--- src/hw/rtl/lert_pkg.sv ---
// Package for the lane edge row tracker: frame geometry, state types and the
// capture-side control struct. Depends on nothing.
package lert_pkg;

    localparam int IMG_H     = 60;
    localparam int IMG_W     = 80;
    localparam int SEED_ROWS = 10;
    localparam int MID_COL   = IMG_W / 2;
    localparam int ROW_W     = $clog2(IMG_H);
    localparam int COL_W     = 7;
    localparam int EDGE_W    = 7;
    localparam int RECIP_10  = 1639;
    localparam int RECIP_SH  = 14;

    localparam logic [ROW_W-1:0] LAST_ROW_IDX = ROW_W'(IMG_H - 1);
    localparam logic [COL_W-1:0] LAST_COL_IDX = COL_W'(IMG_W - 1);

    typedef enum logic [2:0] {
        CAP_RUN,
        CAP_MERGE_RD,
        CAP_MERGE_WR,
        CAP_START,
        CAP_HOLD
    } cap_state_t;

    typedef enum logic [3:0] {
        SR_IDLE,
        SR_ROW_RD,
        SR_ROW_CAP,
        SR_PRED,
        SR_SIDE,
        SR_MUL,
        SR_TRACK,
        SR_CENTER,
        SR_SIDE_END,
        SR_CHECK,
        SR_EMIT
    } srch_state_t;

    typedef struct packed {
        logic             we;
        logic             re;
        logic [ROW_W-1:0] addr;
        logic [IMG_W-1:0] wdata;
        logic             start;
    } cap_t;

endpackage

--- src/hw/rtl/lert_capture.sv ---
// Frame capture: gathers pixels into a row buffer and writes whole rows to the
// frame store, merging a partial last row. Depends on lert_pkg.
module lert_capture (
    input  logic                        aclk,
    input  logic                        aresetn,
    input  logic                        s_tvalid,
    output logic                        s_tready,
    input  logic                        pixel_black,
    input  logic                        frame_end,
    input  logic                        search_done,
    input  logic [lert_pkg::IMG_W-1:0]  rd_data,
    output lert_pkg::cap_t              cap
);
    import lert_pkg::*;

    cap_state_t       state_reg, state_next;
    logic [ROW_W-1:0] row_reg, row_next;
    logic [COL_W-1:0] col_reg, col_next;
    logic             full_reg, full_next;
    logic [IMG_W-1:0] buf_reg, buf_next, buf_ins, merged;

    always_ff @(posedge aclk) begin
        if (!aresetn) begin
            state_reg <= CAP_RUN;
            row_reg   <= '0;
            col_reg   <= '0;
            full_reg  <= 1'b0;
        end else begin
            state_reg <= state_next;
            row_reg   <= row_next;
            col_reg   <= col_next;
            full_reg  <= full_next;
        end
    end

    always_ff @(posedge aclk) begin
        buf_reg <= buf_next;
    end

    always_comb begin
        buf_ins          = buf_reg;
        buf_ins[col_reg] = pixel_black;
        for (int i = 0; i < IMG_W; i++) begin
            merged[i] = (COL_W'(i) <= col_reg) ? buf_reg[i] : rd_data[i];
        end
    end

    assign s_tready = (state_reg == CAP_RUN);

    always_comb begin
        state_next = state_reg;
        row_next   = row_reg;
        col_next   = col_reg;
        full_next  = full_reg;
        buf_next   = buf_reg;
        cap        = '0;
        cap.addr   = row_reg;
        case (state_reg)
            CAP_RUN: begin
                if (s_tvalid) begin
                    if (!full_reg) begin
                        buf_next = buf_ins;
                        if (col_reg == LAST_COL_IDX) begin
                            cap.we    = 1'b1;
                            cap.wdata = buf_ins;
                            col_next  = '0;
                            if (row_reg == LAST_ROW_IDX) begin
                                full_next = 1'b1;
                            end else begin
                                row_next = row_reg + 1'b1;
                            end
                        end else begin
                            col_next = col_reg + 1'b1;
                        end
                    end
                    if (frame_end) begin
                        if (!full_reg && col_reg != LAST_COL_IDX) begin
                            col_next   = col_reg;
                            state_next = CAP_MERGE_RD;
                        end else begin
                            row_next   = '0;
                            col_next   = '0;
                            full_next  = 1'b0;
                            state_next = CAP_START;
                        end
                    end
                end
            end
            CAP_MERGE_RD: begin
                cap.re     = 1'b1;
                state_next = CAP_MERGE_WR;
            end
            CAP_MERGE_WR: begin
                cap.we     = 1'b1;
                cap.wdata  = merged;
                row_next   = '0;
                col_next   = '0;
                full_next  = 1'b0;
                state_next = CAP_START;
            end
            CAP_START: begin
                cap.start  = 1'b1;
                state_next = CAP_HOLD;
            end
            CAP_HOLD: begin
                if (search_done) begin
                    state_next = CAP_RUN;
                end
            end
            default: begin
                state_next = CAP_RUN;
            end
        endcase
    end
endmodule

--- config.mk ---
export PLATFORM = sky130hd
export DESIGN_NAME = lert_capture
export DESIGN_NICKNAME = d
export VERILOG_FILES = /design/src/hw/rtl/lert_pkg.sv /design/src/hw/rtl/lert_capture.sv
export SDC_FILE = /design/constraint.sdc
export NUM_CORES = 1
export LEC_CHECK = 0
export ABC_AREA = 1
export BUFFER_PORTS_ARGS = -buffer_cell sky130_fd_sc_hd__buf_2
export CORE_ASPECT_RATIO = 0.75
export CORE_UTILIZATION = 30
export CTS_CLUSTER_SIZE = 14
export DETAILED_ROUTE_END_ITERATION = 8
export HOLD_SLACK_MARGIN = 0.06
export PLACE_DENSITY = 0.61
export SLEW_MARGIN = 20
export SYNTH_ARGS = -nofsm -noshare
export SYNTH_HDL_FRONTEND = slang
export SYNTH_SLANG_ARGS = --single-unit
--- constraint.sdc ---
create_clock -name aclk -period 3.2 [get_ports aclk]
set_clock_uncertainty 0.1 [all_clocks]
set_input_delay 0.32 -clock aclk [delete_from_list [all_inputs] [get_ports aclk]]
set_output_delay 0.32 -clock aclk [all_outputs]
set_load 0.05 [all_outputs]
; After elaboration in Yosys (flattened, before gate mapping)
; Cells that the tools add are included.
[op_classes]
n_addsub = 2
n_mul = 0
div = 0
n_lt_le_gt_ge = 82
eq_ne = 12
n_shift = 0
mux = 118
bitwise = 1
reduce_logical = 9
[op_table]
columns = operator, n
row1 = 80-bit two-way mux, 3
row2 = "6-bit by 7-bit less-or-equal comparator with 1-bit output, first input constant", 32
row3 = 80-bit case mux with 2 select lines, 1
row4 = "5-bit by 7-bit less-or-equal comparator with 1-bit output, first input constant", 16
row5 = "7-bit less-or-equal comparator, first input constant", 16
row6 = 1-bit two-way mux, 92
row7 = 80-bit bitwise mux, 1
row8 = "4-bit by 7-bit less-or-equal comparator with 1-bit output, first input constant", 8
row9 = 6-bit two-way mux, 6
row10 = 7-bit two-way mux, 5
row11 = "3-bit by 7-bit less-or-equal comparator with 1-bit output, first input constant", 4
row12 = 3-bit case mux with 5 select lines, 1
row13 = "1-bit by 7-bit less-or-equal comparator with 1-bit output, first input constant", 2
row14 = "2-bit by 7-bit less-or-equal comparator with 1-bit output, first input constant", 2
row15 = 7-bit case mux with 2 select lines, 1
row16 = 6-bit case mux with 2 select lines, 1
row17 = 3-bit two-way mux, 3
row18 = "7-bit by 8-bit < comparator with 1-bit output, second input constant", 1
row19 = "7-bit by 1-bit adder with 7-bit output, second input constant", 1
row20 = 1-bit demux with 7-bit select, 1
row21 = "7-bit == test, second input constant", 1
row22 = "7-bit by 1-bit greater-or-equal comparator with 1-bit output, second input constant", 1
row23 = "7-bit != test, second input constant", 1
row24 = "6-bit by 1-bit adder with 6-bit output, second input constant", 1
row25 = 17 further kinds, 23
[word_totals]
register_bits = 97
latch_bits = 0
ram_bits = 0
mem_bits_ro = 0
wordCells = 229
memories = 0

; Logic depth before layout (Yosys ltp)
[logic_depth]
depth_word = 9
mapped_depth = 13
ltp_nobuf = 11

; Least setup slack after synthesis
; OpenSTA, ideal clock, no wires.
[synth_timing]
kind = register to output
from = register state_reg[2]
to = output port cap[14] in the netlist's numbering
t_arrival_ns = 3.811
slack_ns = -1.031
stages_incl_launch_ff = 8
path_buffers = 0
path_cell_list = dfxtp_1 -> nor2_1 -> nand2_1 -> nor2_1 -> nand2_1 -> inv_1 -> nand3_1 -> o22ai_1
[synth_rtl]
columns = item, line_no
row1 = "start, declared", lert_capture.sv:16  ; cap_state_t state_reg, state_next;
row2 = "start signal, assigned", lert_capture.sv:29  ; state_reg <= state_next;
row3 = "end, declared", lert_capture.sv:12  ; output lert_pkg::cap_t cap

==> results.md <==
* Worst path slowest cell: nor3_1
* EDFF count, synth at 80
* Root buffer cell: clkbuf_16
* GPL Wtd Cong at 0.926
* Min-Delay Endpoint: state_reg[2]
* Final core occ at between 30% and 40%
* Crit path max-delay family: buffers and inverters
* Mapped Nets at ~1200
* Final-layout fill cell count at between 2000 and 3000
* Global route total overflow at 0
* Largest cells by area after synthesis: edfxtp_1, nand2_1, a21oi_1, o21ai_0, inv_1
* DIE HEIGHT at between 100 and 150 um
* Period utilisation layout at slightly below 100%
* Htree depth at 3
* Top cell type's share of synthesized area at about a third
* Final Non-Filler Cells at 1645
* Critical Path Start: col_reg[6]
* Internal power at approximately 0.0023 W
* Peak supply drop at between 0.2 and 0.25 mV
* Max Slew Vio Count at 0
* Cell area after synthesis at between 7000 and 8000 um2
* Cell Pwr Density at around 370 nW/um2
* Comb pwr share at roughly a fifth
* Clock sinks at 97
* DRC viols at 0
* IO Port Bufs at around 180
* CP Class: register to output port
* RSZ-0062 raised after global routing: false
* Routed wire length at 31100 um
* CP Capture Type: output port
* Status: finished, final reports clean
* Worst path arrival time at 2670 ps
* Met2 usage at between 30 and 40%
* Synth area leader: edfxtp_1
* TritonCTS Buffers at 9
* Antenna Cells at 0
* First-pass GRT wire length at approximately 47000 um
* Simple logic cell fraction of the synthesized area at 30.5%
* Sequential share of power at ~45%
* Reg2Reg Depth at 7
* Worst slew pin tran at around 630 ps
* Post-synth top cells: nand2_1, a21oi_1, inv_1
* Post-Syn Instances at about 1100
* Worst skew pair latency at around 370 ps
* Met3 Usage GRT at under 10%
* Fin crit period at 3090 ps
* Largest family of logic cells by synthesized area: simple AND/OR/NAND/NOR gates
* Predominant post-synthesis flop cell: edfxtp_1
* HPWL Detailed at about 23000 um
* Worst hold slack at 150 ps
* Vias in the first global route at approximately 8000
* Met1 track demand over resource at ~37%
* Mux contribution to synthesized area at 0%
* Synth Area in Adders at 0.826%
* Slew HR at 58.0%
* Die width at about 190 um
* Post-route ant nets at 0
* Worst Path Required at between 2000 and 3000 ps
* Die area at between 20000 and 30000 um2
* TritonCTS clock tree: yes
* Max-Cap Viols at 0
* Vias at approximately 8800
* Clock Power Share at between 30% and 40%
* Synth-to-Final Area Change at 24.3%
* CORE AREA at approximately 24000 um2
* Share of layout cells above drive strength 1 at around 23%
* Setup TNS at 0 ps
* Maximum clock rate at approximately 320 MHz
* Synth Area in XOR/XNOR at 0.231%
* Max Root-Sink Buffers at 2
* GRT Max-Usage Layer: met1
* Final Setup Violations at 0
* Worst hold stages at 4
* Via density at ~5.3
* Largest net degree at the start of global routing at between 80 and 90
* Mean area per synthesized cell at 6.75 um2
* Psw at between 0.001 and 0.0015 W
* Row Count at ~50
* Sw Ratio at about a third
* Sequential share of the synthesized area at between 30 and 40%
* Buf/Inv on CP at 4
* CP max FO at 14
* Final Hold Fails at 0
* Number of flip-flops in the largest register at 80
* #FFs+latches synth at between 90 and 100
* Asr flop ratio synth at 0%
* Cells after DPL at about 1600
* Reg2Reg Setup Slack at about 950 ps
* R2R Path Start: col_reg[6]
* Starting density of the core at 31.0%
* Initial DRT Pass Iterations at 6
* Number of DRC markers in iteration 0 at between 1000 and 1500
* Clock transition at path regs at about 80 ps
* R2R Path End: buf_reg[0]
* Worst min path class: primary input to register
* Initial antenna violation count at 0
* Hold Startpoint: search_done
* WL/cell at 18.9 um
* Cell Chain, Critical Path: clkinvlp_4 > buf_4 > nand2_4 > nor3_1 > buf_4 > o21ai_0 > o21ai_0 > clkbuf_4
* Library cells used by synthesis at 37
* Yosys Warn Count at 0
* Top-count cell post-synth: nand2_1
* Final #Nets at 1400
* P_leak at approximately 4.5 nW
* CP max stage delay at 510 ps
* CP startpoint kind: register
* I/O pins at about 180
* Synth Area in Compound Gates at between 20% and 30%
* Overall Global Routing Usage at around 24%
==> cell families after synthesis <==
group	after synthesis
simple gates	529
compound gates	325
buf+inv	164
flops	97
fa+ha+maj	5
xor+xnor	2
==> placed cells by master, fill, tap and decap left out, types with 17 or more instances in the layout <==
cell / Yosys / routed
nor2_1: 76 / 74
nand3_1: 42 / 42
a31oi_1: 53 / 53
a21oi_1: 110 / 109
buf_2: 23 / 172
o21ai_1: 36 / 39
nand2_1: 339 / 338
edfxtp_1: 80 / 80
buf_4: 8 / 46
o21ai_0: 99 / 95
nor3_1: 17 / 17
inv_1: 103 / 100
==> layout make-up <==
type                    count  area, um2  share of cell area (%)
clock buffers               9        225                    2.39
clock inverters             7       76.3                   0.811
inverters                 114        450                    4.79
multi-input cells         861       4170                    44.3
flip-flops and latches     97       2750                    29.2
well taps                 331        414                    4.40
repair buffers            226       1330                    14.1
==> worst reg2reg max path, delay by kind of cell (launching register included) <==
family / cells / cell delay [ps]
DFF: 1 / 430
and+or+nand+nor: 6 / 1390
buffers and inverters: 1 / 110
==> how the worst max path moves through the flow <==
| stage | endpoint | depth (start not counted) | slack, ps |
|---|---|---|---|
| finish | cap[13] | 8 | 110 |
| global route | cap[65] | 9 | 10 |
| CTS | cap[78] | 7 | 20 |
| detailed placement | cap[34] | 10 | 350 |
| global placement | cap[13] | 7 | 290 |
| floorplan | cap[14] | 7 | -160 |
==> through the flow <==
step	area [um2]	total power (W)	setup slack [ps]
2_1_floorplan	7580	0.00204	-163
3_3_place_gp	9000	0.00232	286
3_5_place_dp	9000	0.00233	346
4_1_cts	9310	0.00349	24.9
5_1_grt	9410	0.00363	12.7
6_report	9410	0.00350	112
==> timing repair <==
action                                  CTS  global route
hold buffers                              0             0
setup buffers                             0             9
endpoints found under the setup margin    4            74
pin swaps                                 0             2
resized for setup                         2            17
==> power by group through the flow <==
stage / clock (W) / combinational, W / sequential, W
global placement: 0 / 0.000731 / 0.00159
CTS: 0.00119 / 0.000733 / 0.00157
detailed placement: 0 / 0.000731 / 0.00160
global route: 0.00123 / 0.000815 / 0.00158
floorplan: 0 / 0.000458 / 0.00158
finish: 0.00118 / 0.000750 / 0.00157
==> layer usage <==
metal / vias to the layer above / share of wire (%)
met5: - / 0
met4: 0 / 1.3
met3: 30 / 12
met2: 518 / 40
met1: 4024 / 47
li1: 4187 / -
Power figures use the tool's default switching activity.
