### src/hw/rtl/lert_ram.sv
// Generic single-write, single-read RAM with registered read data.
// Stand-alone; used for the frame store and the edge store.
module lert_ram #(
    parameter int WIDTH = 8,
    parameter int DEPTH = 16
) (
    input  logic                     aclk,
    input  logic                     we,
    input  logic [$clog2(DEPTH)-1:0] waddr,
    input  logic [WIDTH-1:0]         wdata,
    input  logic                     re,
    input  logic [$clog2(DEPTH)-1:0] raddr,
    output logic [WIDTH-1:0]         rdata
);
    logic [WIDTH-1:0] mem [DEPTH];

    always_ff @(posedge aclk) begin
        if (we) begin
            mem[waddr] <= wdata;
        end
        if (re) begin
            rdata <= mem[raddr];
        end
    end
endmodule

### config.mk
export PLATFORM = sky130hd
export DESIGN_NAME = lert_ram
export DESIGN_NICKNAME = d
export VERILOG_FILES = /design/src/hw/rtl/lert_ram.sv
export SDC_FILE = /design/constraint.sdc
export NUM_CORES = 1
export LEC_CHECK = 0
export BUFFER_PORTS_ARGS = -buffer_cell sky130_fd_sc_hd__buf_2
export CELL_PAD_IN_SITES_DETAIL_PLACEMENT = 2
export CELL_PAD_IN_SITES_GLOBAL_PLACEMENT = 2
export CORE_UTILIZATION = 52
export DETAILED_ROUTE_END_ITERATION = 10
export PLACE_DENSITY_LB_ADDON = 0.1
export SETUP_SLACK_MARGIN = 0.05
export SLEW_MARGIN = 20
export SYNTH_ARGS = -nofsm -noshare
export SYNTH_HDL_FRONTEND = slang
export SYNTH_SLANG_ARGS = --single-unit
### constraint.sdc
create_clock -name aclk -period 5.9 [get_ports aclk]
set_clock_uncertainty 0.2 [all_clocks]
set_input_delay 0.59 -clock aclk [delete_from_list [all_inputs] [get_ports aclk]]
set_output_delay 0.59 -clock aclk [all_outputs]
set_load 0.005 [all_outputs]
# Word level (Yosys, flattened, before mapping)
# Memory sizes are Yosys's and may differ from the RTL's. A register that Yosys moved wholly into a read port is not among the register bits.
# Index checks and enable logic that the tools add are counted.
# W data, S select, Z words.
# classes
muxes	2
# op_table
cell	count
$mux W1	2
# totals
ff_bits	0
ramBits	128
input_bits	19
output_inout_bits	8
word_cells	3
n_memories	1
# mem_list
name	depth	width	rd	rd_clocked_by_memory_dff	wr	line	source
mem	16	8	1	1	1	15	logic [WIDTH-1:0] mem [DEPTH];

# Depth between registers and ports, before layout
# Gate-level depths: netlist (run 1).
# depth
depth_word	2
depth_mapped	5
ltp_nobuf	3

# Worst setup path after synthesis (run 1)
# OpenSTA, ideal clock, no wires.
# synth_path
path_type	input-to-reg
startpoint	input port waddr[2]
endpoint	memory mem[0][0] (enable)
setup_time_ps	383
t_arrival_ps	1700
t_required_ps	5317
path_slack_ps	3617
path_stages	2
path_buffers	0
cell_sequence	or3b_2 nor3_1
# synth_lines
element	line	source
start, declared	9	input logic [$clog2(DEPTH)-1:0] waddr,
end, declared	15	
# No word-level cell before the write port.

==> metrics.txt, run 1 <==
status=complete, no violations; Final #Nets=285; Setup TNS=0 ps; Slew Limit Fails=0; Vias=2596; worst setup path class=input port to flip-flop; worst path cell trace=buf_4, mux4_1, a22oi_1, nand2_1; CTS Buffer Depth=2; Power per Cell Area=389 mW/mm^2; top_reg_cell synth=edfxtp_1; Hold Slack=268 ps; die width=approximately 100 microns; H-tree Lvls=4; GR peak layer=met2; worst endpoint data arrival time=roughly 2300 ps; slowest CP cell=mux4_1; Fmax=452 MHz; TritonCTS buffer count=17; post-CTS setup buffers=0; Avg Inst Size Synth=~23 sq um; number of nets with antenna violations after routing=0; period utilisation layout=37.5%; post-synthesis cell type count=18; Syn Nets=248; global-route wire length before repair=21700 microns; worst reg2reg startpoint=mem[1][7]; worst slew pin tran=1080 ps; Max IR drop VDD=278 uV; clk_lat worst skew=520 ps; Initial Util=between 50% and 60%; first-pass iteration count of the detailed router=4; Fin. Hold Viols=0; DRT iter0 DRCs=232; largest net degree at the start of global routing=33; core area=0.00977 sq mm; hold_buf cts=0; endpoints failing setup=0; top-count cell post-synth=edfxtp_1; Die Height=102 microns; gr ovfl total=0; share of cells above drive strength 1=just under 30%; Crit path required time=between 5000 and 6000 ps; share of the synthesized area in the top cell type=around four fifths; crit start category=input port; critical path peak fanout=32; post-synth top area cell=edfxtp_1; die outline area=0.0105 sq mm; P_leak=2.02 nW; CP endpoint kind=flip-flop; Residual DRC=0; synth top area cells=edfxtp_1, mux4_2, mux4_1; routing usage on met1=42.6%; CP Buf/Inv Count=1; GR Util All Layers=32.6%; Cell Area, Synth=0.00523 sq mm; Avg Vias per Cell=6.29; GP Congestion=0.731; clock net sink count=136; Total Wirelength=15500 microns; CTS tree=built; IO Port Bufs=26; Clock transition at path regs=70 ps; I/O pins=27; Layout area overhead=16.9%; top post-synthesis cells by count=edfxtp_1, mux4_2, a22oi_1; beginning of the worst hold path=re; initial antenna violation count=0; post-synthesis sequential area ratio=78.1%; Routed WL per cell=37.5 microns; Synth Register Bits=136; Post-CTS Resized=0; HP Class=input port to flip-flop; vias in the first global route=between 2000 and 3000; Max-cap violations=0; Layout fillers=732; met3 Use GR=around 7.5%; minimum clock period=2210 ps; Clock Tree Root=clkbuf_8; unrepaired setup endpoints after global routing=no; max_slew headroom=27.9%; met2 Track Usage GR=53.6%; Synth Warn #=0; crit-path max cell delay=640 ps; cell count after synthesis=between 200 and 250; CP Launch Point=raddr[0]; DP Wirelength=around 8000 microns; EDFF count, synth=approximately 140; number of core rows=36; Top Family by Delay on Critical Path=multiplexers; post-synthesis async set-or-reset flop share=0%
==> per-stage QoR <==
step                      cells  power, mW  util, %  setup slack [ps]  area (sq um)
after global routing        412       2.42     62.5              3570          6110
after global placement      380       1.21     55.9              2940          5460
final                       413       2.38     62.5              3690          6110
after CTS                   412       2.39     62.4              3300          6100
after detailed placement    380       1.22     55.9              2890          5460
after floorplan             229       1.17        -              3620          5230
==> power by group <==
| part | switching [mW] | internal [mW] | total, mW | leakage, nW |
|---|---|---|---|---|
| registers | 0.0102 | 1.09 | 1.10 | 1.24 |
| clock network | 0.440 | 0.731 | 1.17 | 0.302 |
| logic | 0.0680 | 0.0381 | 0.106 | 0.487 |
| total | 0.519 | 1.86 | 2.38 | 2.02 |
==> cells in the final DEF (no fill, tap or decap), drive strengths merged <==
master      n
a22oi      16
and2        1
and2b       1
buf        28
bufinv      5
clkbuf     17
clkinv      6
clkinvlp    3
diode       1
edfxtp    136
inv         1
mux4       32
nand2       9
nand2b      2
nand3       1
nand3b      2
nor2       13
nor2b       1
nor3        4
or3b        1
==> state kept, by name, summed over array words and instances, names as in the netlist <==
register / flops
rdata: 8
mem: 128
==> layer usage <==
layer / part of all wire (%) / routed length, microns / vias up
met4: 2.4 / 371 / 0
li1: - / - / 1059
met1: 40 / 6150 / 1370
met3: 7.1 / 1100 / 26
met2: 51 / 7850 / 141
met5: 0 / 0 / -
==> final timing paths <==
path | to | slack (ps) | cells after the start
setup / recovery | rdata[0] | 3690 | 4
hold / removal | rdata[4] | 270 | 1
setup reg to reg | rdata[7] | 3980 | 3
hold reg to reg | rdata[6] | 590 | 3
==> kinds of logic after synthesis <==
family          count (synthesis)  share of synthesized area (%)
flops                         136                           78.1
simple gates                   35                           3.14
mux                            32                           14.8
compound gates                 16                           2.30
buf+inv                        10                           1.65
==> final cells by class <==
| type | count | area (sq um) | area share (%) |
|---|---|---|---|
| Antenna cell | 1 | 2.50 | 0.0410 |
| Clock buffer | 17 | 414 | 6.78 |
| Clock inverter | 15 | 225 | 3.69 |
| Multi-Input combinational cell | 83 | 1070 | 17.5 |
| Sequential cell | 136 | 4080 | 66.8 |
| Tap cell | 133 | 166 | 2.72 |
| Timing Repair Buffer | 28 | 148 | 2.42 |
No activity file was read; power rests on OpenSTA's default activity.
==> run 2: changes to the inputs <==
--- a/config.mk
+++ b/config.mk
@@ -5,10 +5,11 @@
 export SDC_FILE = /design/constraint.sdc
 export NUM_CORES = 1
 export LEC_CHECK = 0
+export ABC_AREA = 1
 export BUFFER_PORTS_ARGS = -buffer_cell sky130_fd_sc_hd__buf_2
 export CELL_PAD_IN_SITES_DETAIL_PLACEMENT = 2
 export CELL_PAD_IN_SITES_GLOBAL_PLACEMENT = 2
-export CORE_UTILIZATION = 52
+export CORE_UTILIZATION = 37
 export DETAILED_ROUTE_END_ITERATION = 10
 export PLACE_DENSITY_LB_ADDON = 0.1
 export SETUP_SLACK_MARGIN = 0.05
==> constraint.sdc (replaced) <==
create_clock -name aclk -period 2.02 [get_ports aclk]
set_clock_uncertainty 0.2 [all_clocks]
set_input_delay 0.202 -clock aclk [delete_from_list [all_inputs] [get_ports aclk]]
set_output_delay 0.202 -clock aclk [all_outputs]
set_load 0.005 [all_outputs]
==> metrics.txt, run 2 <==
most common cell after layout, fill and taps aside=nand2_1 (was edfxtp_1); worst slew pin tran=729 ps (was 1080 ps); worst setup path class=flip-flop to flip-flop (was input port to flip-flop); worst endpoint data arrival time=1410 ps (was 2260 ps); Crit path required time=2000 ps (was 5950 ps); Final #Nets=620 (was 285); dpl ws=271 ps (was 2890 ps); GP Congestion=0.718 (was 0.731); Layout fillers=1645 (was 732); number of core rows=45 (was 36); Routed WL per cell=20.6 microns (was 37.5 microns); CTS Buffer Depth=2 (unchanged); H-tree Lvls=4 (unchanged); post-synthesis sequential area ratio=69.8% (was 78.1%); max FFs per register=128 (unchanged); post-synthesis async set-or-reset flop share=0% (unchanged); Top Family by Delay on Critical Path=simple AND/OR/NAND/NOR gates (was multiplexers); P_leak=2.97 nW (was 2.02 nW); EDFF count, synth=136 (unchanged); Clock transition at path regs=60 ps (was 70 ps); Slew Limit Fails=0 (unchanged); Clock Tree Root=clkbuf_16 (was clkbuf_8); n_diodes=0 (was 1); crit-path max cell delay=400 ps (was 640 ps); Synth Warn #=0 (unchanged); I/O pins=27 (unchanged); endpoints failing setup=0 (unchanged); CTS tree=built (unchanged); first-pass iteration count of the detailed router=5 (was 4); Layout area overhead=18.6% (was 16.9%); period utilisation layout=70.7%; clk_lat worst skew=430 ps (was 520 ps); share of cells above drive strength 1=12.1% (was 29.0%); slowest CP cell=edfxtp_1 (was mux4_1); vias in the first global route=4635 (was 2855); crit start category=flip-flop (was input port); Residual DRC=0 (unchanged); Avg Vias per Cell=4.91 (was 6.29); commonest non-fill, non-tap cells in the layout=nand2_1, edfxtp_1, inv_1 (was edfxtp_1, buf_2, mux4_2); Synth Register Bits=136 (unchanged); worst path cell trace=inv_1, nand2_1, nand3_1, nand3_1, nand3_1, nand2_1 (was buf_4, mux4_1, a22oi_1, nand2_1); post-synth top area cell=edfxtp_1 (unchanged); Fin. Hold Viols=0 (unchanged); Sw Share=21.8% (about the same); sequential share of power=46.9% (was 46.2%); critical path peak fanout=1 (was 32); Vias=4048 (was 2596); TritonCTS buffer count=17 (unchanged); Fmax=700 MHz; DRT iter0 DRCs=183 (was 232); cell count after synthesis=551 (was 229); GR Util All Layers=22.8% (was 32.6%); die outline area=0.0163 sq mm (was 0.0105 sq mm); status=complete, no violations (unchanged); post-CTS setup buffers=0 (unchanged); crit-path most repeated cell=nand3_1; Setup TNS=0 ps (unchanged); minimum clock period=1430 ps; initial antenna violation count=0 (unchanged); Max-cap violations=0 (unchanged); Clock Power Share=47.1% (was 49.3%); Comb pwr share=6.0% (was 4.5%); synth top area cells=edfxtp_1, nand2_1, nand3_1 (was edfxtp_1, mux4_2, mux4_1); Initial Util=38.2% (was 53.5%); largest registers=mem: 128 flops, rdata: 8 flops (unchanged); DP Wirelength=10300 microns (was 7980 microns); clock net sink count=136 (unchanged); IO Port Bufs=26 (unchanged); share of the synthesized area in the top cell type=69.8% (was 78.1%); die width=128 microns (was 102 microns); CP Buf/Inv Count=1 (unchanged); Total Wirelength=17000 microns (was 15500 microns); number of nets with antenna violations after routing=0 (unchanged); top post-synthesis cells by count=nand2_1, edfxtp_1, inv_1 (was edfxtp_1, mux4_2, a22oi_1); Largest Register=mem (unchanged); top_reg_cell synth=edfxtp_1 (unchanged); CP endpoint kind=flip-flop (unchanged); global-route wire length before repair=26400 microns (was 21700 microns); largest net degree at the start of global routing=65 (was 33); design area=0.00693 sq mm (was 0.00611 sq mm); gr ovfl total=0 (unchanged); Final WS setup=592 ps (was 3690 ps); Internal Pwr Total=5.35 mW (was 1.86 mW); unrepaired setup endpoints after global routing=no (unchanged); Design Power=6.83 mW (was 2.38 mW); Cell Area, Synth=0.00585 sq mm (was 0.00523 sq mm); max_slew headroom=51.3% (was 27.9%); Max IR drop VDD=705 uV (was 278 uV); placed instance area=0.00626 sq mm (was 0.00546 sq mm); Avg Inst Size Synth=10.6 sq um (was 22.8 sq um); HP Class=input port to flip-flop (unchanged); post-synthesis cell type count=11 (was 18); Sw Pwr=1.49 mW (was 519 uW); top-count cell post-synth=nand2_1 (was edfxtp_1); Die Height=128 microns (was 102 microns); Syn Nets=570 (was 248); core area=0.0153 sq mm (was 0.00977 sq mm); Power per Cell Area=986 mW/mm^2 (was 389 mW/mm^2)
## run 2: worst reg2reg max path: cells and delay by family, from the launching register on
family | cells | cell delay, ps
and+or+nand+nor | 5 | 490
DFF | 1 | 400
buffers and inverters | 1 | 80
## run 2: path summary, 6_finish.rpt
kind	startpoint	end	slack (ps)	cells past startpoint
hold / removal	wdata[0]	mem[7][0]	20	1
hold reg to reg	mem[13][2]	rdata[2]	550	6
setup / recovery	mem[1][2]	rdata[2]	590	6
setup reg to reg	mem[1][2]	rdata[2]	590	6
## run 2: timing repair
action | 4_1_cts | 5_1_grt
endpoints found under the hold margin | 104 | 0
gates resized for setup | 0 | 0
hold buffers | 8 | 0
## run 2: logic make-up (layout without fill, tap and decap cells)
| kind of cell | count (synthesis) | after routing | share of synthesized area [%] |
|---|---|---|---|
| DFF | 136 | 136 | 69.8 |
| and+or+nand+nor | 289 | 289 | 20.8 |
| buffers and inverters | 126 | 189 | 9.39 |
## run 2: metrics by stage
stage          hold WS, ps  instances  utilization [%]
4_1_cts               9.23        825             45.3
2_1_floorplan          101        551                -
5_1_grt               19.1        825             45.3
3_3_place_gp           402        785             40.9
3_5_place_dp           398        785             40.9
6_report              22.5        825             45.3
## run 2: layout make-up
| class | count | area [sq um] | area share (%) |
|---|---|---|---|
| clock buffer | 21 | 440 | 6.35 |
| clock inverter | 11 | 154 | 2.22 |
| inverter | 102 | 383 | 5.52 |
| multi-input combinational | 289 | 1210 | 17.5 |
| sequential | 136 | 4080 | 58.9 |
| tap | 211 | 264 | 3.81 |
| timing repair buffer | 55 | 393 | 5.67 |
## run 2: per-layer routing
| layer | track usage, % | wire length (microns) | up-vias | share of wire (%) |
|---|---|---|---|---|
| met3 | 4.51 | 510 | 18 | 3.0 |
| met2 | 41.6 | 9200 | 71 | 54 |
| met4 | 8.30 | 289 | 0 | 1.7 |
| met5 | 0 | 0 | - | 0 |
| li1 | - | - | 1878 | - |
| met1 | 26.6 | 7000 | 2081 | 41 |
## run 2: power groups by stage
stage          sequential, mW  combinational (mW)  clock, mW
4_1_cts                  3.20               0.422       3.26
5_1_grt                  3.21               0.457       3.38
3_3_place_gp             3.26               0.385          0
3_5_place_dp             3.26               0.401          0
6_report                 3.20               0.411       3.22
2_1_floorplan            3.25               0.223          0
==> run 3: changes to the inputs <==
--- a/config.mk
+++ b/config.mk
@@ -5,11 +5,11 @@
 export SDC_FILE = /design/constraint.sdc
 export NUM_CORES = 1
 export LEC_CHECK = 0
-export ABC_AREA = 1
+export ABC_AREA = 0
 export BUFFER_PORTS_ARGS = -buffer_cell sky130_fd_sc_hd__buf_2
 export CELL_PAD_IN_SITES_DETAIL_PLACEMENT = 2
 export CELL_PAD_IN_SITES_GLOBAL_PLACEMENT = 2
-export CORE_UTILIZATION = 37
+export CORE_UTILIZATION = 43
 export DETAILED_ROUTE_END_ITERATION = 10
 export PLACE_DENSITY_LB_ADDON = 0.1
 export SETUP_SLACK_MARGIN = 0.05
==> constraint.sdc (replaced) <==
create_clock -name aclk -period 1.2 [get_ports aclk]
set_clock_uncertainty 0.2 [all_clocks]
set_input_delay 0.12 -clock aclk [delete_from_list [all_inputs] [get_ports aclk]]
set_output_delay 0.12 -clock aclk [all_outputs]
set_load 0.005 [all_outputs]
==> metrics.txt, run 3 (synthesis results as in run 1) <==
Power per Cell Area=1650 mW/mm^2 (was 986 mW/mm^2); Sw Pwr=2.42 mW (was 1.49 mW); Critical Path End=rdata[7] (was rdata[2]); HP Class=input port to flip-flop (unchanged); Fin. Hold Viols=0 (unchanged); post-CTS setup buffers=0 (unchanged); endpoints failing setup=16 (was 0); largest registers=mem: 128 flops, rdata: 8 flops (unchanged); number of core rows=39 (was 45); Sw Share=21.3% (was 21.8%); Setup TNS=-4390 ps (was 0 ps); r2r worst-path depth=3 (was 6); Final WS setup=-508 ps (was 592 ps); share of cells above drive strength 1=47.1% (was 12.1%); Clock Tree Root=clkbuf_16 (unchanged); Max IR drop VDD=1040 uV (was 705 uV); worst slew pin tran=888 ps (was 729 ps); Layout area overhead=31.7% (was 18.6%); most common cell after layout, fill and taps aside=edfxtp_1 (was nand2_1); TritonCTS buffer count=17 (unchanged); RR Endpoint=rdata[7] (was rdata[2]); sequential share of power=47.6% (was 46.9%); R2R Setup Slk=-510 ps (was 590 ps); number of nets with antenna violations after routing=0 (unchanged); core area=0.0116 sq mm (was 0.0153 sq mm); worst setup path class=flip-flop to flip-flop (unchanged); clk_lat worst skew=420 ps (was 430 ps); crit-path max cell delay=490 ps (was 400 ps); H-tree Lvls=4 (unchanged); CTS tree=built (unchanged); Slew Limit Fails=0 (unchanged); GR peak layer=met2 (unchanged); max_slew headroom=40.6% (was 51.3%); worst endpoint data arrival time=1670 ps (was 1410 ps); DRT iter0 DRCs=201 (was 183); Final #Nets=337 (was 620); max FFs per register=128 (unchanged); die width=112 microns (was 128 microns); CTS Buffer Depth=2 (unchanged); Vias=2706 (was 4048); status=finished, violations left (was complete, no violations); Internal Pwr Total=8.92 mW (was 5.35 mW); met2 Track Usage GR=42.4% (was 41.6%); initial antenna violation count=0 (unchanged); clock net sink count=136 (unchanged); P_leak=2.29 nW (was 2.97 nW); crit start category=flip-flop (unchanged); largest net degree at the start of global routing=17 (was 65); commonest non-fill, non-tap cells in the layout=edfxtp_1, mux4_2, buf_2 (was nand2_1, edfxtp_1, inv_1); Initial Util=45.0% (was 38.2%); global-route wire length before repair=20900 microns (was 26400 microns); Crit path required time=1160 ps (was 2000 ps); die outline area=0.0126 sq mm (was 0.0163 sq mm); IO Port Bufs=26 (unchanged); first-pass iteration count of the detailed router=8 (was 5); routing usage on met1=31.4% (was 26.6%); Clock transition at path regs=60 ps (about the same); n_diodes=0 (unchanged); violated checks=design-rule violations, negative setup slack; period utilisation layout=142% (was 70.7%); CP Launch Point=mem[1][7] (was mem[1][2]); CP endpoint kind=flip-flop (unchanged); Comb pwr share=6.4% (was 6.0%); Largest Register=mem (unchanged); vias in the first global route=3067 (was 4635); GR Util All Layers=24.8% (was 22.8%); Total Wirelength=14100 microns (was 17000 microns); I/O pins=27 (unchanged); unrepaired setup endpoints after global routing=yes (was no); Fmax=586 MHz (was 700 MHz); Residual DRC=4 (was 0); Clock Power Share=46.0% (was 47.1%); worst reg2reg startpoint=mem[1][7] (was mem[1][2]); Max-cap violations=0 (unchanged); Avg Vias per Cell=5.71 (was 4.91); gr ovfl total=0 (unchanged); minimum clock period=1710 ps (was 1430 ps); DP Wirelength=8720 microns (was 10300 microns); Routed WL per cell=29.6 microns (was 20.6 microns); Hold Slack=123 ps (was 22.5 ps); met3 Use GR=6.05% (was 4.51%); GP Congestion=0.692 (was 0.718); Die Height=112 microns (was 128 microns); dpl ws=-826 ps (was 271 ps); slowest CP cell=mux4_2 (was edfxtp_1); critical path peak fanout=1 (unchanged); worst path cell trace=mux4_2, a22oi_2, nand2_1 (was inv_1, nand2_1, nand3_1, nand3_1, nand3_1, nand2_1); fin util=59.3% (was 45.3%)
## run 3: changes by cell type in the layout (fill, tap and decap cells not counted), sizes merged, moves of 2 or more
cell,previous run,this run
clkbuf,21,17
nand2b,0,2
mux4,0,32
a22oi,0,16
inv,102,0
nand3,97,1
nand2,173,9
nor2,17,13
nor3,0,4
buf,47,71
clkinvlp,1,5
## run 3: worst max-delay path: cells and delay by family (launching register included)
kind	cells	cell delay [ps]
flip-flops	1	410
AO/OA/AOI/OAI	1	260
AND/OR/NAND/NOR	1	90
multiplexers	1	490
## run 3: power by group through the flow
stage	combinational [mW]	sequential (mW)	clock, mW
2_1_floorplan	0.324	5.47	0
3_3_place_gp	0.650	5.48	0
3_5_place_dp	0.683	5.49	0
4_1_cts	0.740	5.40	5.30
5_1_grt	0.767	5.41	5.48
6_report	0.727	5.40	5.21
## run 3: repair_timing
| action | CTS | global route |
|---|---|---|
| gates resized for setup | 7 | 0 |
| pin swaps | 1 | 0 |
| hold buffers | 9 | 0 |
| endpoints found under the hold margin | 136 | 0 |
| endpoints found under the setup margin | 16 | 16 |
## run 3: how the worst min path moves through the flow
stage	start	to	slack (ps)	cells after the start
finish	waddr[3]	mem[0][0]	120	4
global route	waddr[2]	mem[0][5]	110	4
CTS	waddr[3]	mem[0][5]	110	4
detailed placement	re	rdata[4]	310	1
global placement	re	rdata[2]	310	1
floorplan	wdata[0]	mem[0][0]	20	0
## run 3: per-layer routing
metal | share of wire, % | routed length (microns)
met1 | 41 | 5710
met2 | 53 | 7410
met3 | 4.8 | 670
met4 | 1.9 | 263
met5 | 0 | 0
## run 3: area by class of cell
cell class | count | area [sq um]
flip-flops and latches | 136 | 4080
repair buffers | 80 | 846
clock buffers | 17 | 425
multi-input cells | 83 | 1190
well taps | 143 | 179
fillers | 933 | 4730
clock inverters | 15 | 160
## run 3: per-stage QoR
step / total power, mW / instances / area (sq um)
after CTS: 11.4 / 474 / 6890
final: 11.3 / 474 / 6890
after global placement: 6.13 / 433 / 6170
after detailed placement: 6.18 / 433 / 6170
after floorplan: 5.80 / 229 / 5360
after global routing: 11.7 / 474 / 6890
