==> config.mk <==
export PLATFORM = sky130hd
export DESIGN_NAME = lert_search
export DESIGN_NICKNAME = d
export VERILOG_FILES = /design/src/hw/rtl/lert_pkg.sv /design/src/hw/rtl/lert_ram.sv /design/src/hw/rtl/lert_search.sv
export SDC_FILE = /design/constraint.sdc
export NUM_CORES = 2
export LEC_CHECK = 0
export BUFFER_PORTS_ARGS = -buffer_cell sky130_fd_sc_hd__buf_2
export CELL_PAD_IN_SITES_DETAIL_PLACEMENT = 1
export CELL_PAD_IN_SITES_GLOBAL_PLACEMENT = 2
export CORE_MARGIN = 1.5
export CORE_UTILIZATION = 40
export DETAILED_ROUTE_END_ITERATION = 8
export HOLD_SLACK_MARGIN = 0.02
export PLACE_DENSITY = 0.71
export SLEW_MARGIN = 20
export SYNTH_ARGS = -nofsm -noshare
export SYNTH_HDL_FRONTEND = slang
export SYNTH_SLANG_ARGS = --single-unit
==> constraint.sdc <==
create_clock -name aclk -period 10.6 [get_ports aclk]
set_clock_uncertainty 0.05 [all_clocks]
set_input_delay 1.06 -clock aclk [delete_from_list [all_inputs] [get_ports aclk]]
set_output_delay 1.06 -clock aclk [all_outputs]
set_load 0.02 [all_outputs]
==> src/hw/rtl/lert_pkg.sv <==
// Package for the lane edge row tracker: frame geometry, state types and the
// capture-side control struct. Depends on nothing.
package lert_pkg;

    localparam int IMG_H     = 60;
    localparam int IMG_W     = 80;
    localparam int SEED_ROWS = 10;
    localparam int MID_COL   = IMG_W / 2;
    localparam int ROW_W     = $clog2(IMG_H);
    localparam int COL_W     = 7;
    localparam int EDGE_W    = 7;
    localparam int RECIP_10  = 1639;
    localparam int RECIP_SH  = 14;

    localparam logic [ROW_W-1:0] LAST_ROW_IDX = ROW_W'(IMG_H - 1);
    localparam logic [COL_W-1:0] LAST_COL_IDX = COL_W'(IMG_W - 1);

    typedef enum logic [2:0] {
        CAP_RUN,
        CAP_MERGE_RD,
        CAP_MERGE_WR,
        CAP_START,
        CAP_HOLD
    } cap_state_t;

    typedef enum logic [3:0] {
        SR_IDLE,
        SR_ROW_RD,
        SR_ROW_CAP,
        SR_PRED,
        SR_SIDE,
        SR_MUL,
        SR_TRACK,
        SR_CENTER,
        SR_SIDE_END,
        SR_CHECK,
        SR_EMIT
    } srch_state_t;

    typedef struct packed {
        logic             we;
        logic             re;
        logic [ROW_W-1:0] addr;
        logic [IMG_W-1:0] wdata;
        logic             start;
    } cap_t;

endpackage

==> src/hw/rtl/lert_ram.sv <==
// Generic single-write, single-read RAM with registered read data.
// Stand-alone; used for the frame store and the edge store.
module lert_ram #(
    parameter int WIDTH = 8,
    parameter int DEPTH = 16
) (
    input  logic                     aclk,
    input  logic                     we,
    input  logic [$clog2(DEPTH)-1:0] waddr,
    input  logic [WIDTH-1:0]         wdata,
    input  logic                     re,
    input  logic [$clog2(DEPTH)-1:0] raddr,
    output logic [WIDTH-1:0]         rdata
);
    logic [WIDTH-1:0] mem [DEPTH];

    always_ff @(posedge aclk) begin
        if (we) begin
            mem[waddr] <= wdata;
        end
        if (re) begin
            rdata <= mem[raddr];
        end
    end
endmodule

==> src/hw/rtl/lert_search.sv <==
// Row search: walks the stored frame from the bottom row, finds both lane
// edges per row, keeps the edge store and emits one result per row.
// Depends on lert_pkg and lert_ram.
module lert_search (
    input  logic                        aclk,
    input  logic                        aresetn,
    input  logic                        start,
    input  logic [4:0]                  half_win,
    input  logic [3:0]                  lost_lim,
    output logic                        frame_re,
    output logic [lert_pkg::ROW_W-1:0]  frame_raddr,
    input  logic [lert_pkg::IMG_W-1:0]  frame_rdata,
    output logic                        done,
    output logic                        m_tvalid,
    input  logic                        m_tready,
    output logic [39:0]                 m_tdata,   // row_index, left_edge, right_edge,
                                                   // left_found, right_found,
                                                   // center_column, valid_rows
    output logic                        m_tlast    // last_row
);
    import lert_pkg::*;

    localparam int ACC_W  = 12;
    localparam int ABS_W  = 11;
    localparam int PROD_W = 22;

    srch_state_t             state_reg, state_next;
    logic [ROW_W-1:0]        row_reg, row_next;
    logic [IMG_W-1:0]        pix_reg, pix_next;
    logic                    side_reg, side_next;
    logic [2:0]              pk_reg, pk_next;
    logic signed [ACC_W-1:0] accl_reg, accl_next, accr_reg, accr_next;
    logic [PROD_W-1:0]       prod_reg, prod_next;
    logic                    neg_reg, neg_next;
    logic signed [8:0]       cand_reg, cand_next;
    logic [6:0]              cnt_reg, cnt_next;
    logic                    f_reg, f_next;
    logic [EDGE_W-1:0]       e_reg, e_next;
    logic [EDGE_W-1:0]       l_reg, l_next, r_reg, r_next;
    logic                    lf_reg, lf_next, rf_reg, rf_next;
    logic [7:0]              lostl_reg, lostl_next, foundl_reg, foundl_next;
    logic [7:0]              lostr_reg, lostr_next, foundr_reg, foundr_next;
    logic [1:0]              bad_reg, bad_next;
    logic [5:0]              valid_reg, valid_next;
    logic                    mv_reg, mv_next;
    logic [39:0]             md_reg, md_next;
    logic                    ml_reg, ml_next;

    logic                    edge_we, edge_re;
    logic [ROW_W-1:0]        edge_raddr;
    logic [2*EDGE_W-1:0]     edge_rdata;

    lert_ram #(.WIDTH(2 * EDGE_W), .DEPTH(IMG_H)) u_edge_ram (
        .aclk  (aclk),
        .we    (edge_we),
        .waddr (row_reg),
        .wdata ({r_reg, l_reg}),
        .re    (edge_re),
        .raddr (edge_raddr),
        .rdata (edge_rdata)
    );

    function automatic logic px(input logic [IMG_W-1:0] r, input logic signed [8:0] c);
        logic v;
        v = 1'b0;
        if (c >= 0 && c < IMG_W) begin
            v = r[c[COL_W-1:0]];
        end
        return v;
    endfunction

    function automatic logic signed [ACC_W-1:0] coef_term(input logic [2:0] k,
                                                          input logic [EDGE_W-1:0] y);
        logic signed [ACC_W-1:0] ys, t;
        ys = ACC_W'(y);
        case (k)
            3'd0:    t = ys <<< 3;
            3'd1:    t = (ys <<< 2) + ys;
            3'd2:    t = ys <<< 1;
            3'd3:    t = -ys;
            3'd4:    t = -(ys <<< 2);
            default: t = '0;
        endcase
        return t;
    endfunction

    function automatic logic [7:0] sat_inc(input logic [7:0] v);
        return (v == 8'hFF) ? v : v + 8'd1;
    endfunction

    logic                    seed, track, cur_match, center_bad;
    logic signed [ACC_W-1:0] acc_sel;
    logic [ABS_W-1:0]        acc_abs;
    logic [7:0]              q;
    logic signed [8:0]       pred, cc, hw_s;
    logic [7:0]              lost_cur, found_cur, nl, nf;
    logic [EDGE_W-1:0]       e_fin;
    logic [7:0]              sum_lr;
    logic signed [7:0]       diff_lr;
    logic [COL_W-1:0]        ctr_col;
    logic [1:0]              bad_new;
    logic                    ended, is_last;
    logic [5:0]              valid_new;

    always_ff @(posedge aclk) begin
        if (!aresetn) begin
            state_reg <= SR_IDLE;
            mv_reg    <= 1'b0;
        end else begin
            state_reg <= state_next;
            mv_reg    <= mv_next;
        end
    end

    always_ff @(posedge aclk) begin
        row_reg    <= row_next;
        pix_reg    <= pix_next;
        side_reg   <= side_next;
        pk_reg     <= pk_next;
        accl_reg   <= accl_next;
        accr_reg   <= accr_next;
        prod_reg   <= prod_next;
        neg_reg    <= neg_next;
        cand_reg   <= cand_next;
        cnt_reg    <= cnt_next;
        f_reg      <= f_next;
        e_reg      <= e_next;
        l_reg      <= l_next;
        r_reg      <= r_next;
        lf_reg     <= lf_next;
        rf_reg     <= rf_next;
        lostl_reg  <= lostl_next;
        foundl_reg <= foundl_next;
        lostr_reg  <= lostr_next;
        foundr_reg <= foundr_next;
        bad_reg    <= bad_next;
        valid_reg  <= valid_next;
        md_reg     <= md_next;
        ml_reg     <= ml_next;
    end

    assign m_tvalid = mv_reg;
    assign m_tdata  = md_reg;
    assign m_tlast  = ml_reg;

    always_comb begin
        seed      = (row_reg >= ROW_W'(IMG_H - SEED_ROWS));
        lost_cur  = side_reg ? lostr_reg : lostl_reg;
        found_cur = side_reg ? foundr_reg : foundl_reg;
        track     = !seed && (lost_cur < 8'(lost_lim)) && (found_cur >= 8'(lost_lim));
        acc_sel   = side_reg ? accr_reg : accl_reg;
        acc_abs   = acc_sel[ACC_W-1] ? ABS_W'(-acc_sel) : ABS_W'(acc_sel);
        q         = prod_reg[PROD_W-1:RECIP_SH];
        pred      = neg_reg ? -$signed({1'b0, q}) : $signed({1'b0, q});
        hw_s      = $signed({4'b0, half_win});
        if (state_reg == SR_TRACK) begin
            cc = cand_reg;
        end else if (side_reg) begin
            cc = 9'(MID_COL) + $signed({2'b0, cnt_reg});
        end else begin
            cc = 9'(MID_COL) - $signed({2'b0, cnt_reg});
        end
        if (side_reg) begin
            cur_match = px(pix_reg, cc) && !px(pix_reg, cc - 9'sd1)
                        && !px(pix_reg, cc - 9'sd2) && !px(pix_reg, cc - 9'sd3);
        end else if (state_reg == SR_TRACK) begin
            cur_match = px(pix_reg, cc) && !px(pix_reg, cc + 9'sd1)
                        && !px(pix_reg, cc + 9'sd2) && !px(pix_reg, cc + 9'sd3);
        end else begin
            cur_match = px(pix_reg, cc - 9'sd1) && !px(pix_reg, cc)
                        && !px(pix_reg, cc + 9'sd1) && !px(pix_reg, cc + 9'sd2);
        end
        if (seed) begin
            nf = found_cur;
            nl = f_reg ? lost_cur : sat_inc(lost_cur);
        end else if (f_reg) begin
            nf = sat_inc(found_cur);
            nl = '0;
        end else begin
            nl = sat_inc(lost_cur);
            nf = (nl >= 8'(lost_lim)) ? 8'd0 : found_cur;
        end
        e_fin      = f_reg ? e_reg : (side_reg ? EDGE_W'(IMG_W - 1) : '0);
        sum_lr     = {1'b0, l_reg} + {1'b0, r_reg};
        ctr_col    = sum_lr[7:1];
        diff_lr    = $signed({1'b0, l_reg}) - $signed({1'b0, r_reg});
        center_bad = pix_reg[ctr_col] || (diff_lr > 8'sd1);
        if (center_bad) begin
            bad_new = (bad_reg == 2'd3) ? bad_reg : bad_reg + 2'd1;
        end else begin
            bad_new = '0;
        end
        ended     = !seed && (bad_new >= 2'd2);
        is_last   = !seed && (ended || row_reg == ROW_W'(2));
        valid_new = ended ? valid_reg : valid_reg + 6'd1;
    end

    always_comb begin
        state_next  = state_reg;
        row_next    = row_reg;
        pix_next    = pix_reg;
        side_next   = side_reg;
        pk_next     = pk_reg;
        accl_next   = accl_reg;
        accr_next   = accr_reg;
        prod_next   = prod_reg;
        neg_next    = neg_reg;
        cand_next   = cand_reg;
        cnt_next    = cnt_reg;
        f_next      = f_reg;
        e_next      = e_reg;
        l_next      = l_reg;
        r_next      = r_reg;
        lf_next     = lf_reg;
        rf_next     = rf_reg;
        lostl_next  = lostl_reg;
        foundl_next = foundl_reg;
        lostr_next  = lostr_reg;
        foundr_next = foundr_reg;
        bad_next    = bad_reg;
        valid_next  = valid_reg;
        mv_next     = mv_reg;
        md_next     = md_reg;
        ml_next     = ml_reg;
        frame_re    = 1'b0;
        frame_raddr = row_reg;
        edge_we     = 1'b0;
        edge_re     = 1'b0;
        edge_raddr  = row_reg + ROW_W'(pk_reg) + ROW_W'(1);
        done        = 1'b0;
        case (state_reg)
            SR_IDLE: begin
                if (start) begin
                    row_next    = LAST_ROW_IDX;
                    lostl_next  = '0;
                    foundl_next = '0;
                    lostr_next  = '0;
                    foundr_next = '0;
                    bad_next    = '0;
                    valid_next  = '0;
                    state_next  = SR_ROW_RD;
                end
            end
            SR_ROW_RD: begin
                frame_re   = 1'b1;
                state_next = SR_ROW_CAP;
            end
            SR_ROW_CAP: begin
                pix_next  = frame_rdata;
                pk_next   = '0;
                accl_next = ACC_W'(5);
                accr_next = ACC_W'(5);
                side_next = 1'b0;
                state_next = seed ? SR_SIDE : SR_PRED;
            end
            SR_PRED: begin
                edge_re = (pk_reg < 3'd5);
                if (pk_reg != '0) begin
                    accl_next = accl_reg + coef_term(pk_reg - 3'd1, edge_rdata[EDGE_W-1:0]);
                    accr_next = accr_reg + coef_term(pk_reg - 3'd1,
                                                     edge_rdata[2*EDGE_W-1:EDGE_W]);
                end
                pk_next = pk_reg + 3'd1;
                if (pk_reg == 3'd5) begin
                    state_next = SR_SIDE;
                end
            end
            SR_SIDE: begin
                cnt_next = '0;
                f_next   = 1'b0;
                if (track) begin
                    neg_next   = acc_sel[ACC_W-1];
                    prod_next  = PROD_W'(acc_abs) * PROD_W'(RECIP_10);
                    state_next = SR_MUL;
                end else begin
                    state_next = SR_CENTER;
                end
            end
            SR_MUL: begin
                cand_next  = side_reg ? pred - hw_s : pred + hw_s;
                state_next = SR_TRACK;
            end
            SR_TRACK: begin
                cnt_next  = cnt_reg + 7'd1;
                cand_next = side_reg ? cand_reg + 9'sd1 : cand_reg - 9'sd1;
                if (!side_reg && cand_reg > 9'(IMG_W - 8)) begin
                    if (cnt_reg == {1'b0, half_win, 1'b0}) begin
                        cnt_next   = '0;
                        state_next = SR_CENTER;
                    end
                end else if (side_reg && cand_reg < 9'sd7) begin
                    if (cnt_reg == {1'b0, half_win, 1'b0}) begin
                        cnt_next   = '0;
                        state_next = SR_CENTER;
                    end
                end else if ((!side_reg && cand_reg < 0) ||
                             (side_reg && cand_reg > 9'(IMG_W - 1))) begin
                    cnt_next   = '0;
                    state_next = SR_CENTER;
                end else if (cur_match) begin
                    f_next     = 1'b1;
                    e_next     = side_reg ? EDGE_W'(cand_reg - 9'sd1)
                                          : EDGE_W'(cand_reg + 9'sd1);
                    state_next = SR_SIDE_END;
                end else if (cnt_reg == {1'b0, half_win, 1'b0}) begin
                    cnt_next   = '0;
                    state_next = SR_CENTER;
                end
            end
            SR_CENTER: begin
                cnt_next = cnt_reg + 7'd1;
                if (cur_match) begin
                    f_next     = 1'b1;
                    e_next     = side_reg ? EDGE_W'(cc - 9'sd1) : EDGE_W'(cc);
                    state_next = SR_SIDE_END;
                end else if (cnt_reg == 7'(MID_COL - 1)) begin
                    state_next = SR_SIDE_END;
                end
            end
            SR_SIDE_END: begin
                if (side_reg) begin
                    lostr_next  = nl;
                    foundr_next = nf;
                    r_next      = e_fin;
                    rf_next     = f_reg;
                    state_next  = SR_CHECK;
                end else begin
                    lostl_next  = nl;
                    foundl_next = nf;
                    l_next      = e_fin;
                    lf_next     = f_reg;
                    side_next   = 1'b1;
                    state_next  = SR_SIDE;
                end
            end
            SR_CHECK: begin
                edge_we = 1'b1;
                if (!seed) begin
                    bad_next = bad_new;
                end
                valid_next = valid_new;
                mv_next    = 1'b1;
                ml_next    = is_last;
                md_next    = {5'b0, valid_new, ctr_col, rf_reg, lf_reg, r_reg, l_reg, row_reg};
                state_next = SR_EMIT;
            end
            SR_EMIT: begin
                if (m_tready) begin
                    mv_next = 1'b0;
                    if (ml_reg) begin
                        done       = 1'b1;
                        state_next = SR_IDLE;
                    end else begin
                        row_next   = row_reg - ROW_W'(1);
                        state_next = SR_ROW_RD;
                    end
                end
            end
            default: begin
                state_next = SR_IDLE;
            end
        endcase
    end
endmodule

# Yosys cells after proc, flatten, opt, wreduce, memory -nomap -nowiden
# Memory sizes are Yosys's and may differ from the RTL's. A register that Yosys moved wholly into a read port is not among the register bits.
# Index checks and enable logic that the tools add are counted.
totals:
  regBits: 258
  ram_bits: 840
  input_bits: 93
  out_inout_bits: 50
  memories: 1
op_classes:
  n_addsub: 34
  multipliers: 1
  order_cmp: 33
  n_eq_ne: 35
  n_mux: 142
  bitwise_logic: 1
  n_reduce_logical: 63
memory_table:
  columns: ["memory", "words", "width", "rd", "rd_ports_with_merged_regs", "write_ports", "line_no", "rtl"]
  rows:
  - ["u_edge_ram.mem", 60, 14, 1, 1, 1, "lert_ram.sv:15", "logic [WIDTH-1:0] mem [DEPTH];"]
ops:
  columns: ["op", "count"]
  rows:
  - ["8-bit 2-to-1 mux", 15]
  - ["12-bit one-hot mux with 5 select lines", 2]
  - ["7-bit 2-to-1 mux", 14]
  - ["12-bit 2-to-1 mux", 7]
  - ["7-bit by 8-bit < comparator with 1-bit output, second input constant", 8]
  - ["8-bit one-hot mux with 2 select lines", 4]
  - ["9-bit by 1-bit greater-or-equal comparator with 1-bit output, second input constant", 7]
  - ["9-bit by 8-bit < comparator with 1-bit output, second input constant", 7]
  - ["1-bit binary-select mux with 7-bit select", 8]
  - ["1-bit 2-to-1 mux", 51]
  - ["12-bit one-hot mux with 2 select lines", 2]
  - ["9-bit 2-to-1 mux", 5]
  - ["4-bit 2-to-1 mux", 11]
  - ["4-bit one-hot mux with 11 select lines", 1]
  - ["6-bit 2-to-1 mux", 5]
  - ["2-bit inequality test, second input constant", 13]
  - ["12-bit adder", 2]
  - ["1-bit logical AND", 24]
  - ["7-bit negator with 12-bit output", 2]
  - ["9-bit negator with 12-bit output", 2]
  - ["6-bit one-hot mux with 2 select lines", 2]
  - ["11-bit by 11-bit multiplier with 22-bit output, second input constant", 1]
  - ["7-bit one-hot mux with 3 select lines", 1]
  - ["9-bit by 7-bit adder with 10-bit output", 2]
  - ["other kinds (62)", 113]

# Logic depth before layout (Yosys ltp)
logic_depth:
  word_depth: 20
  mapped_depth: 28
  depth_no_buf: 23

# Cells and area by module
# A second synthesis with hierarchy kept.
hier_totals:
  hier_cells: 3518
  hier_area_um2: 54413.4
modules_own_cells:
  columns: ["mod", "n_inst", "cells_each", "area_each_um2", "seq_area_each_um2"]
  rows:
  - ["lert_ram", 1, 1403, 32651.3, 25644.6]
  - ["lert_search", 1, 2115, 21762.1, 7277.0]

# Worst setup path before layout
# Ideal clock, no wire load.
synth_timing:
  kind: "flip-flop to flip-flop"
  start: "register side_reg"
  end: "register prod_reg[21], data pin"
  setup_time_ns: 0.260
  t_arrival_ns: 7.240
  t_required_ns: 10.290
  slack_ns: 3.050
  path_stages_with_launch: 28
  path_buffers: 5
  period_less_slack_ns: 7.550
  cell_sequence: "edfxtp_1 -> buf_2 -> buf_1 -> clkbuf_1 -> buf_1 -> buf_2 -> mux2i_1 -> ha_1 -> o21ai_0 -> nand2b_1 -> o21ai_0 -> xor2_1 -> ha_1 -> fa_1 -> inv_1 -> fa_1 -> inv_1 -> fa_1 -> fa_1 -> ha_1 -> a2111oi_0 -> a21oi_1 -> o211ai_1 -> nand2_1 -> a41o_1 -> o41a_1 -> a21oi_1 -> xnor2_1"
synth_between:
  elab_chain_cells: 4
synth_lines:
  columns: ["element", "line_no", "rtl"]
  rows:
  - ["from (decl)", "lert_search.sv:30", "logic side_reg, side_next;"]
  - ["from (signal assigned)", "lert_search.sv:118", "side_reg <= side_next;"]
  - ["12-bit 2-to-1 mux *", "lert_search.sv:151", "acc_sel = side_reg ? accr_reg : accl_reg;"]
  - ["11-bit negator", "lert_search.sv:152", "acc_abs = acc_sel[ACC_W-1] ? ABS_W'(-acc_sel) : ABS_W'(acc_sel);"]
  - ["11-bit 2-to-1 mux *", "lert_search.sv:152", null]
  - ["11-bit by 11-bit multiplier with 22-bit output *", "lert_search.sv:273", "prod_next = PROD_W'(acc_abs) * PROD_W'(RECIP_10);"]
  - ["to (signal assigned)", "lert_search.sv:122", "prod_reg <= prod_next;"]
  - ["to (decl)", "lert_search.sv:33", "logic [PROD_W-1:0] prod_reg, prod_next;"]
# Every way passes the cells marked *; elsewhere a longest branch is shown, timed or not.
# A chain may end at the register's enable or synchronous reset.

# Worst setup path in the final report
layout_timing:
  start: "register state_reg[1]"
  end: "register e_reg[3], enable pin"
layout_between:
  elab_chain_cells: 16
layout_lines:
  columns: ["element", "line_no", "rtl"]
  rows:
  - ["from (decl)", "lert_search.sv:27", "srch_state_t state_reg, state_next;"]
  - ["from (signal assigned)", "lert_search.sv:110", "state_reg <= state_next;"]
  - ["4-bit by 3-bit equality test with 1-bit output", "lert_search.sv:156, lert_search.sv:166, lert_search.sv:231", null]
  - ["9-bit 2-to-1 mux", "lert_search.sv:156", "if (state_reg == SR_TRACK) begin"]
  - ["9-bit by 2-bit adder with 9-bit output", "lert_search.sv:167, lert_search.sv:171", null]
  - ["1-bit binary-select mux with 7-bit select (tied with other cells)", "lert_search.sv:67", "v = r[c[COL_W-1:0]];"]
  - ["1-bit 2-to-1 mux (not written as such) or 1-bit logical AND (tied branches)", "lert_search.sv:67, lert_search.sv:66", null]
  - ["1-bit 2-to-1 mux", "lert_search.sv:66", "if (c >= 0 && c < IMG_W) begin"]
  - ["1-bit 2-to-1 mux", "lert_search.sv:166", "end else if (state_reg == SR_TRACK) begin"]
  - ["1-bit 2-to-1 mux", "lert_search.sv:163", "if (side_reg) begin"]
  - ["1-bit zero test", "lert_search.sv:167", "cur_match = px(pix_reg, cc) && !px(pix_reg, cc + 9'sd1)"]
  - ["1-bit logical AND", "lert_search.sv:167", null]
  - ["1-bit logical AND (2 in series)", "lert_search.sv:168", "&& !px(pix_reg, cc + 9'sd2) && !px(pix_reg, cc + 9'sd3);"]
  - ["1-bit 2-to-1 mux", "lert_search.sv:166", null]
  - ["1-bit 2-to-1 mux", "lert_search.sv:163", null]
  - ["2-bit inequality test (no line)", null, null]
  - ["6-bit AND reduction (no line) *", null, null]
  - ["to (signal assigned)", "lert_search.sv:127", "e_reg <= e_next;"]
  - ["to (decl)", "lert_search.sv:38", "logic [EDGE_W-1:0] e_reg, e_next;"]
# Every way passes the cells marked *; elsewhere a longest branch is shown, timed or not. The select of a mux whose other input is x is not followed.

==> results.ini <==
[grt]
grt_start_max_net_pins = 148
grt_pass1_vias = 32850
grt_pass1_wl_mm = 217.9
globalRouteOverflowTotal = 0
antenna_found_initial = 4
track_usage_pct = 21.07

[placed_design]
gp_congestion = 0.8413
place_inst = 5404
port_buffers = 137
dp_hpwl_mm = 100.8

[sta]
hold_viol_final = 0
setup_tns_ns = 0
slew_headroom_pct = 25.01
worstMarginPinSlew_ns = 1.124
period_share_pct = 73.10
period_minus_slack_ns = 7.749
fmax_ghz = 0.1290
rsz0062_at_grt = no
finalSetupViolations = 0
slew_violations = 0

[clock_network]
ctsLongestPathBuffers = 3
cts_resized = 0
cts_tree = done
root_buffer = clkbuf_16
cts.reportedPaths.clkPinSlew_ns = 0.06
cts_sinks = 1098
cts_max_level = 3
post_cts_buffers = 0
clk_latency_ns = 0.73
hold_buffers = 0
numCtsBuffers = 115

[critical_path]
cp_max_fo = 48
crit_required_ns = 10.87
start_kind = flop
crit_type = reg -> reg
endpoint_kind = flop
cp.arrival_ns = 8.02

[run]
maxCapViolCount = 0

[layout]
antennaDiodeCount = 0
fin_cells = 5617
layout_common_cells = 1,093 x edfxtp_1, 308 x mux4_2, 209 x mux2i_1
mostFrequentLayoutCell = edfxtp_1
multi_input_area_sq_um = 20390
drive_above_1_share_pct = 21.32
fin_util_pct = 45.57
fillers = 13230
synthToLayoutAreaGrowth_pct = 13.07
fin_nets = 4049
regArea_sq_um = 32920
largest_reg_flops = 840

[power]
cellLeakagePower_uw = 0.02138
power_density_nw_per_um2 = 322.8
peakVddDrop_mv = 0.7577

[die]
core_sq_um = 135300
die_w_um = 372.2
die_area_sq_um = 138600
io-pin-count = 143
initial_utilization_pct = 40.30
die_h_um = 372.2
fp-row-count = 135

[routing]
ant_nets = 0
vias = 31560
routed-wl-met2_mm = 69.41
first_iter_violations = 2278
drc_errors = 0
viasPerCell = 5.619
drt_first_pass_iters = 5
totalWireLength_mm = 145.3
wl_per_cell_um = 25.86
dr_wl_met3_mm = 6.673
highest_layer = met4
wl_met1_mm = 66.10

[synthesis]
ys_seq_area_share_pct = 60.37
async_flop_share_pct = 0
syn_area_sq_um = 54530
syn_inst = 3546
synth_edf_count = 1093
synth.distinct_cells = 99
yosys_warnings = 0
synthFlopType = edfxtp_1
syn_area_per_cell_sq_um = 15.38
ys_ff_latch = 1098

[worst_hold_path]
hp-class = in -> reg

[run_status]
status = finished, final reports clean

cell type report:
class                           instances  area share (%)
Inverter                              150          0.9132
Tap cell                             1781           3.614
Clock inverter                         77           1.420
Clock buffer                          136           4.878
Multi-Input combinational cell       2112           33.07
Sequential cell                      1098           53.39
Timing Repair Buffer                  263           2.707
stage by stage:
stage | total power, uW | setup slack [ns] | hold WS [ns] | area (sq um)
global placement | 15840 | 3.048 | 0.4562 | 57750
floorplan | 13060 | 3.050 | 0.3503 | 54550
detailed placement | 16010 | 2.921 | 0.4640 | 57750
finish | 19900 | 2.851 | 0.4665 | 61660
global route | 21440 | 2.266 | 0.4266 | 61660
CTS | 20260 | 2.880 | 0.4089 | 61640
per-layer routing:
| layer | vias to the layer above | global-route usage, % |
|---|---|---|
| li1 | 14270 | - |
| met2 | 641 | 34.35 |
| met5 | - | 0 |
| met3 | 167 | 3.277 |
| met4 | 0 | 4.831 |
| met1 | 16490 | 29.68 |
worst max-delay path, stage by stage (launching register included):
cell and delay (ns):
dfxtp_1 0.71, nor4bb_4 0.39, buf_4 0.49, mux2i_4 0.30, buf_4 0.67, ha_2 0.42, buf_4 0.29, inv_1 0.89
nand3_1 0.25, or2_2 0.36, o2111a_1 0.14, a211oi_1 0.29, a2111oi_0 0.12, nor4_1 0.33, a22oi_1 0.16, a221oi_2 0.35
a22oi_2 0.18, a211oi_1 0.85
synth_stat cells (all sizes together), types with 12 or more instances:
cell type  instances  share of area [%]
o211ai            17               0.23
o21ai            124                1.1
buf               78               0.73
nand3             67               0.61
and3              28               0.32
mux2i            210                3.9
nor2             208                1.4
nor3              64               0.61
fa                42                1.5
a211oi            21               0.32
a21o              14               0.19
nand4             22               0.25
nor3b             17               0.25
nand2b            24               0.28
a31oi             19               0.22
xnor2            120                2.0
mux4             308                 13
xor2              38               0.62
or3               18               0.21
and2              18               0.21
clkbuf           112               0.77
nand2            198                1.4
inv              148                1.0
mux2              16               0.33
a21oi            116                1.1
ha               174                4.0
o31ai             13               0.18
o21bai            12               0.17
edfxtp          1093                 60
nor2b             25               0.29
nor4              12               0.14
o21a              12               0.17
final timing paths:
kind / startpoint / endpoint / slack (ns) / cells past startpoint
worst max register to register: state_reg[1] / e_reg[3] / 2.85 / 17
worst max-delay path: state_reg[1] / e_reg[3] / 2.85 / 17
worst min register to register: lf_reg / m_tdata[20] / 0.48 / 0
worst min-delay path: frame_rdata[34] / pix_reg[34] / 0.47 / 1
cell families (layout without fill, tap and decap cells):
group	Yosys count	in the layout	synth area share [%]
adder cells (fa/ha/maj)	216	216	5.534
flip-flops	1098	1098	60.37
AO/OA/AOI/OAI	464	464	5.578
XOR/XNOR	158	158	2.579
AND/OR/NAND/NOR	735	735	6.464
buffers and inverters	340	626	2.538
multiplexers	534	534	16.93
other	1	5	0.006877
report_power, final:
part	leakage [uW]	switching (uW)	internal, uW
logic	0.00958	5790	4480
clock network	0.00190	1720	2420
registers	0.00990	235	5260
Power figures use the tool's default switching activity.
